## src/hdl/pdvc_pkg.sv

```systemverilog
package pdvc_pkg;

  localparam int CORDIC_STEPS_DEF = 16;
  localparam int QDEPTH           = 2;

  // shared divider: unsigned dividend and divisor widths
  localparam int DIV_NW = 64;
  localparam int DIV_DW = 34;

  // CORDIC angle accumulator width (Q2.30 plus headroom)
  localparam int ZW = 34;

  localparam logic signed [ZW-1:0] Q30_PI       = 34'sd3373259426;
  localparam logic signed [ZW-1:0] Q30_HALF_PI  = 34'sd1686629713;
  localparam logic signed [63:0]   Q30_INV_GAIN = 64'sd652032874;
  localparam logic signed [63:0]   COS_MIN      = 64'sd16384;
  localparam logic signed [31:0]   INT32_MAX    = 32'sh7FFF_FFFF;
  localparam logic signed [31:0]   INT32_MIN    = 32'sh8000_0000;

  // register map indexes
  localparam logic [2:0] REG_DRONE_TYPE   = 3'd0;
  localparam logic [2:0] REG_MASS_DRONE   = 3'd1;
  localparam logic [2:0] REG_MASS_CARGO   = 3'd2;
  localparam logic [2:0] REG_TAU_X        = 3'd3;
  localparam logic [2:0] REG_TAU_Y        = 3'd4;
  localparam logic [2:0] REG_TAU_THETA    = 3'd5;
  localparam logic [2:0] REG_DAMPING_GAIN = 3'd6;
  localparam logic [2:0] REG_GRAVITY      = 3'd7;

  localparam logic [23:0] RST_ONE     = 24'd65536;
  localparam logic [23:0] RST_GRAVITY = 24'd642908;

  typedef struct packed {
    logic               drone_type;
    logic [23:0]        mass_drone;
    logic [23:0]        mass_cargo;
    logic [23:0]        tau_x;
    logic [23:0]        tau_y;
    logic [23:0]        tau_theta;
    logic signed [31:0] damping_gain;
    logic [23:0]        gravity;
  } cfg_t;

  // one classified sample: velocity errors, cargo offset and pitch
  typedef struct packed {
    logic signed [32:0] ex;
    logic signed [32:0] ey;
    logic signed [32:0] dc;
    logic signed [18:0] pitch;
  } item_t;

  function automatic logic [29:0] atan_q30(input logic [4:0] idx);
    logic [29:0] v;
    unique case (idx)
      5'd0:  v = 30'h3243F6A8;
      5'd1:  v = 30'h1DAC6705;
      5'd2:  v = 30'h0FADBAFC;
      5'd3:  v = 30'h07F56EA6;
      5'd4:  v = 30'h03FEAB76;
      5'd5:  v = 30'h01FFD55B;
      5'd6:  v = 30'h00FFFAAA;
      5'd7:  v = 30'h007FFF55;
      5'd8:  v = 30'h003FFFEA;
      5'd9:  v = 30'h001FFFFD;
      5'd10: v = 30'h000FFFFF;
      5'd11: v = 30'h0007FFFF;
      5'd12: v = 30'h0003FFFF;
      5'd13: v = 30'h0001FFFF;
      5'd14: v = 30'h0000FFFF;
      5'd15: v = 30'h00007FFF;
      5'd16: v = 30'h00003FFF;
      5'd17: v = 30'h00001FFF;
      5'd18: v = 30'h00000FFF;
      5'd19: v = 30'h000007FF;
      5'd20: v = 30'h000003FF;
      5'd21: v = 30'h000001FF;
      5'd22: v = 30'h000000FF;
      5'd23: v = 30'h0000007F;
      5'd24: v = 30'h0000003F;
      5'd25: v = 30'h0000001F;
      5'd26: v = 30'h0000000F;
      5'd27: v = 30'h00000007;
      5'd28: v = 30'h00000003;
      5'd29: v = 30'h00000001;
      default: v = 30'h0;
    endcase
    return v;
  endfunction

endpackage

```

## src/hdl/pdvc_front.sv

```systemverilog
module pdvc_front (
  input  logic                clk_i,
  input  logic                rst_ni,
  input  logic                in_valid_i,
  output logic                in_ready_o,
  input  logic signed [31:0]  drone_x_i,
  input  logic signed [18:0]  pitch_angle_i,
  input  logic signed [31:0]  vel_x_i,
  input  logic signed [31:0]  vel_y_i,
  input  logic signed [31:0]  cargo_x_i,
  input  logic signed [31:0]  vel_ref_x_i,
  input  logic signed [31:0]  vel_ref_y_i,
  output logic                q_valid_o,
  output pdvc_pkg::item_t     q_item_o,
  input  logic                q_pop_i
);
  import pdvc_pkg::*;

  localparam int PW = (QDEPTH > 1) ? $clog2(QDEPTH) : 1;
  localparam int CW = $clog2(QDEPTH + 1);

  item_t          mem_q [QDEPTH];
  item_t          item_d;
  logic [PW-1:0]  wr_q, rd_q;
  logic [CW-1:0]  cnt_q;
  logic           push;

  always_comb begin
    item_d.ex    = 33'(vel_ref_x_i) - 33'(vel_x_i);
    item_d.ey    = 33'(vel_ref_y_i) - 33'(vel_y_i);
    item_d.dc    = 33'(cargo_x_i) - 33'(drone_x_i);
    item_d.pitch = pitch_angle_i;
  end

  assign in_ready_o = (cnt_q != CW'(QDEPTH));
  assign push       = in_valid_i & in_ready_o;
  assign q_valid_o  = (cnt_q != '0);
  assign q_item_o   = mem_q[rd_q];

  always_ff @(posedge clk_i or negedge rst_ni) begin
    if (!rst_ni) begin
      wr_q  <= '0;
      rd_q  <= '0;
      cnt_q <= '0;
    end else begin
      if (push) begin
        wr_q <= (wr_q == PW'(QDEPTH - 1)) ? '0 : wr_q + PW'(1);
      end
      if (q_pop_i) begin
        rd_q <= (rd_q == PW'(QDEPTH - 1)) ? '0 : rd_q + PW'(1);
      end
      cnt_q <= cnt_q + CW'(push) - CW'(q_pop_i);
    end
  end

  always_ff @(posedge clk_i) begin
    if (push) begin
      mem_q[wr_q] <= item_d;
    end
  end

`ifndef SYNTHESIS
  a_pop_has_data: assert property (@(posedge clk_i) disable iff (!rst_ni)
    q_pop_i |-> q_valid_o) else $error("pop from empty queue");
  a_push_visible: assert property (@(posedge clk_i) disable iff (!rst_ni)
    (cnt_q == '0 && push) |=> q_valid_o) else $error("pushed item lost");
`endif

endmodule

```

## config.mk

```make
export PLATFORM = sky130hd
export DESIGN_NAME = pdvc_front
export DESIGN_NICKNAME = d
export VERILOG_FILES = /design/src/hdl/pdvc_pkg.sv /design/src/hdl/pdvc_front.sv
export SDC_FILE = /design/constraint.sdc
export NUM_CORES = 1
export LEC_CHECK = 0
export BUFFER_PORTS_ARGS = -buffer_cell sky130_fd_sc_hd__buf_2
export CAP_MARGIN = 5
export CORE_ASPECT_RATIO = 0.8
export CORE_UTILIZATION = 36
export DETAILED_ROUTE_END_ITERATION = 7
export GPL_ROUTABILITY_DRIVEN = 0
export PLACE_DENSITY = 0.58
export SLEW_MARGIN = 15
export SYNTH_ARGS = -nofsm -noshare
export SYNTH_HDL_FRONTEND = slang
export SYNTH_SLANG_ARGS = --single-unit
```

## constraint.sdc

```tcl
create_clock -name clk_i -period 6.2 [get_ports clk_i]
set_clock_uncertainty 0.2 [all_clocks]
set_input_delay 0.93 -clock clk_i [delete_from_list [all_inputs] [get_ports clk_i]]
set_output_delay 0.93 -clock clk_i [all_outputs]
set_load 0.1 [all_outputs]
```

==> summary.md <==
| Metric | Value |
|---|---|
| Overflow left after global routing | `0` |
| Most common cell in the synthesized netlist | `edfxtp_1` |
| FF-to-FF End | `mem_q[0][62]$_DFFE_PP_` |
| Startpoint Class | `flip-flop` |
| Least-Margin Pin Slew | `1.03 ns` |
| Max Transition Viols Final | `0` |
| Period utilisation layout | `0.622` |
| Synth Area per Inst | `11.7 um2` |
| Post-synthesis async set-or-reset flop share | `0.0167` |
| Vias in the first global route | `9934` |
| Met2 Use GR | `0.277` |
| Largest area contributor in the netlist | `edfxtp_1` |
| Hold Crit Start | `cnt_q[1]$_DFF_PN0_` |
| Port bufs | `334` |
| ANT nets after route | `0` |
| Initial antenna violation count | `3` |
| Busiest grt layer | `met2` |
| WL final | `34.6 mm` |
| Vias/cell | `approximately 5.0` |
| Met3 global-route usage | `0.0435` |
| TritonCTS Buffers | `27` |
| WS Path Type | `flip-flop to primary output` |
| Endpoint class of the critical path | `primary output` |
| FF+latch count, synth | `240` |
| Ys flop type | `edfxtp_1` |
| Finish-stage setup viols | `0` |
| FF-to-FF path depth | `4` |
| First-pass GRT wire length | `around 53 mm` |
| DR pass1 iterations | `5` |
| Cell count after synthesis | `roughly 1200` |
| Placed cell area | `16200 um2` |
| Max cap viols | `0` |
| Io pins | `335` |
| PD cells | `between 500 and 600 nW/um2` |
| Post-synth top area share | `0.507` |
| Met1 Track Usage GR | `0.226` |
| Netlist cell types | `68` |
| Area Growth Syn to Fin | `22.4%` |
| Post-route cell area | `approximately 17000 um2` |
| CTS Buffer Depth | `3` |
| CP Max Fanout | `64` |
| Critical path data arrival time | `2.73 ns` |
| Starting Density | `0.366` |
| Register Area | `between 7000 and 8000 um2` |
| Post-CTS setup buffers | `0` |
| TritonCTS clock tree | `done` |
| Initial DRC Count | `575` |
| Peak Freq | `0.259 GHz` |
| Synth cell count leaders | `edfxtp_1, inv_1, mux2_2, ha_1, a21oi_1` |
| Syn nets | `approximately 1500` |
| H-Tree Depth | `1` |
| Share of layout cells above drive strength 1 | `0.325` |
| Routed vias | `10300` |
| Hpwl dp | `between 20 and 30 mm` |
| HP Class | `flip-flop to flip-flop` |
| WHS Path Cells | `1` |
| Setup TNS | `0 ns` |
| Root Buffer Master | `clkbuf_16` |
| R2R Path Start | `cnt_q[1]$_DFF_PN0_` |
| Row cnt | `64` |
| Flop2flop setup slack | `3.55 ns` |
| LEAKAGE | `7.28 nW` |
| Worst hold path endpoint | `cnt_q[1]$_DFF_PN0_` |
| Chip height | `between 150 and 200 um` |
| DR WL/cell | `16.9 um` |
| DRC | `0` |
| Die area | `~40000 um2` |
| Min cycle time layout | `roughly 3.9 ns` |
| Number of flops mapped to enable cells by yosys | `236` |
| Final #Nets | `roughly 1800` |
| Number of synthesis warnings | `0` |
| Area of the multi-input gates | `6230 um2` |
| All-Layer GR Usage | `0.169` |
| Fillers | `3647` |
| Sequential fraction of the synthesis area | `0.514` |
| Largest net degree at the start of global routing | `90` |
| RSZ-0062 raised after global routing | `no` |
| Post-layout power | `0.00882 W` |
| CTS clock-pin slew for the worst setup and hold paths | `0.06 ns` |
| Max-slew headroom | `0.312` |
| Mapped Area | `14000 um2` |
| Status | `finished clean` |
| Die X | `222 um` |
| Synth top area cells | `edfxtp_1, mux2_2, ha_1, inv_1, xnor2_1` |
| Layout Utilization | `0.448` |
| Critical path required time | `5.07 ns` |
| Core area | `38200 um2` |
| Clk Latency, worst-skew pair | `0.53 ns` |
| Hold Fails Final Rpt | `0` |
| CTS sink cnt | `240` |
| VDD IR-drop max | `0.291 mV` |
-- where the power goes --
group | internal (W) | switching [W] | total (W)
sequential | 0.00233 | 0.000162 | 0.00249
clock | 0.000957 | 0.000618 | 0.00158
combinational | 0.000958 | 0.00379 | 0.00475
-- metal layers --
metal	vias to the layer above	share of wire
met5	-	0.00038
met4	2	0.019
met3	47	0.069
li1	5067	-
met2	299	0.46
met1	4859	0.46
-- area by class of cell --
| type | count | area share |
|---|---|---|
| Timing Repair Buffer | 339 | 0.102 |
| Sequential cell | 240 | 0.421 |
| Multi-Input combinational cell | 801 | 0.364 |
| Clock inverter | 13 | 0.00959 |
| Clock buffer | 33 | 0.0408 |
| Antenna cell | 2 | 0.000293 |
| Tap cell | 495 | 0.0362 |
| Inverter | 121 | 0.0266 |
-- registers in the layout, indices dropped and copies added, names as in the netlist --
signal,flops
cnt_q,2
rd_q,1
wr_q,1
mem_q,236
-- worst max-delay path, cell delays in order (launching register included) --
cell	delay, ns
dfrtp_4	1.01
buf_12	0.42
mux2_2	0.42
buf_2	0.30
-- placed cells by master (no fill, tap or decap), drive strengths merged, types with 19 or more instances in the layout --
master / netlist / layout
nand3: 19 / 19
nor2: 52 / 52
buf: 0 / 338
o21ai: 52 / 52
xnor2: 50 / 50
a21o: 32 / 32
ha: 98 / 98
mux2: 119 / 119
clkbuf: 30 / 33
edfxtp: 236 / 236
xor2: 36 / 36
a21oi: 88 / 88
inv: 121 / 121
nand2: 71 / 71
o21a: 19 / 19
-- per-stage QoR --
step	std cells	setup WS [ns]	hold WS, ns
floorplan	1192	1.04	0.260
finish	2044	2.34	0.313
global route	2042	2.18	0.323
global placement	1995	2.25	0.278
detailed placement	1995	2.23	0.288
CTS	2042	2.24	0.296
-- logic make-up (layout without fill, tap and decap cells) --
kind of cell | Yosys count | after routing | share of synthesized area
buffers and inverters | 151 | 506 | 0.0406
muxes | 120 | 120 | 0.0966
AOI/OAI and AO/OA | 276 | 276 | 0.129
DFF | 240 | 240 | 0.514
other | 0 | 2 | 0
adders and majority gates | 101 | 101 | 0.0921
and+or+nand+nor | 218 | 218 | 0.0738
xor gates and xnor gates | 86 | 86 | 0.0539
-- worst max path at each step --
| stage | startpoint | endpoint | slack [ns] | cells past startpoint |
|---|---|---|---|---|
| floorplan | cnt_q[0]$_DFF_PN0_ | mem_q[0][0]$_DFFE_PP_ | 1.04 | 3 |
| global placement | vel_ref_y_i[0] | mem_q[0][78]$_DFFE_PP_ | 2.25 | 12 |
| detailed placement | vel_ref_y_i[0] | mem_q[1][78]$_DFFE_PP_ | 2.23 | 12 |
| CTS | rd_q$_DFFE_PN0P_ | q_item_o[114] | 2.24 | 3 |
| global route | rd_q$_DFFE_PN0P_ | q_item_o[101] | 2.18 | 3 |
| finish | rd_q$_DFFE_PN0P_ | q_item_o[114] | 2.34 | 3 |
-- what timing repair did --
item	4_1_cts	5_1_grt
endpoints found under the hold margin	4	0
resized for setup	0	0
hold buffers	1	0
Power figures use the tool's default switching activity.
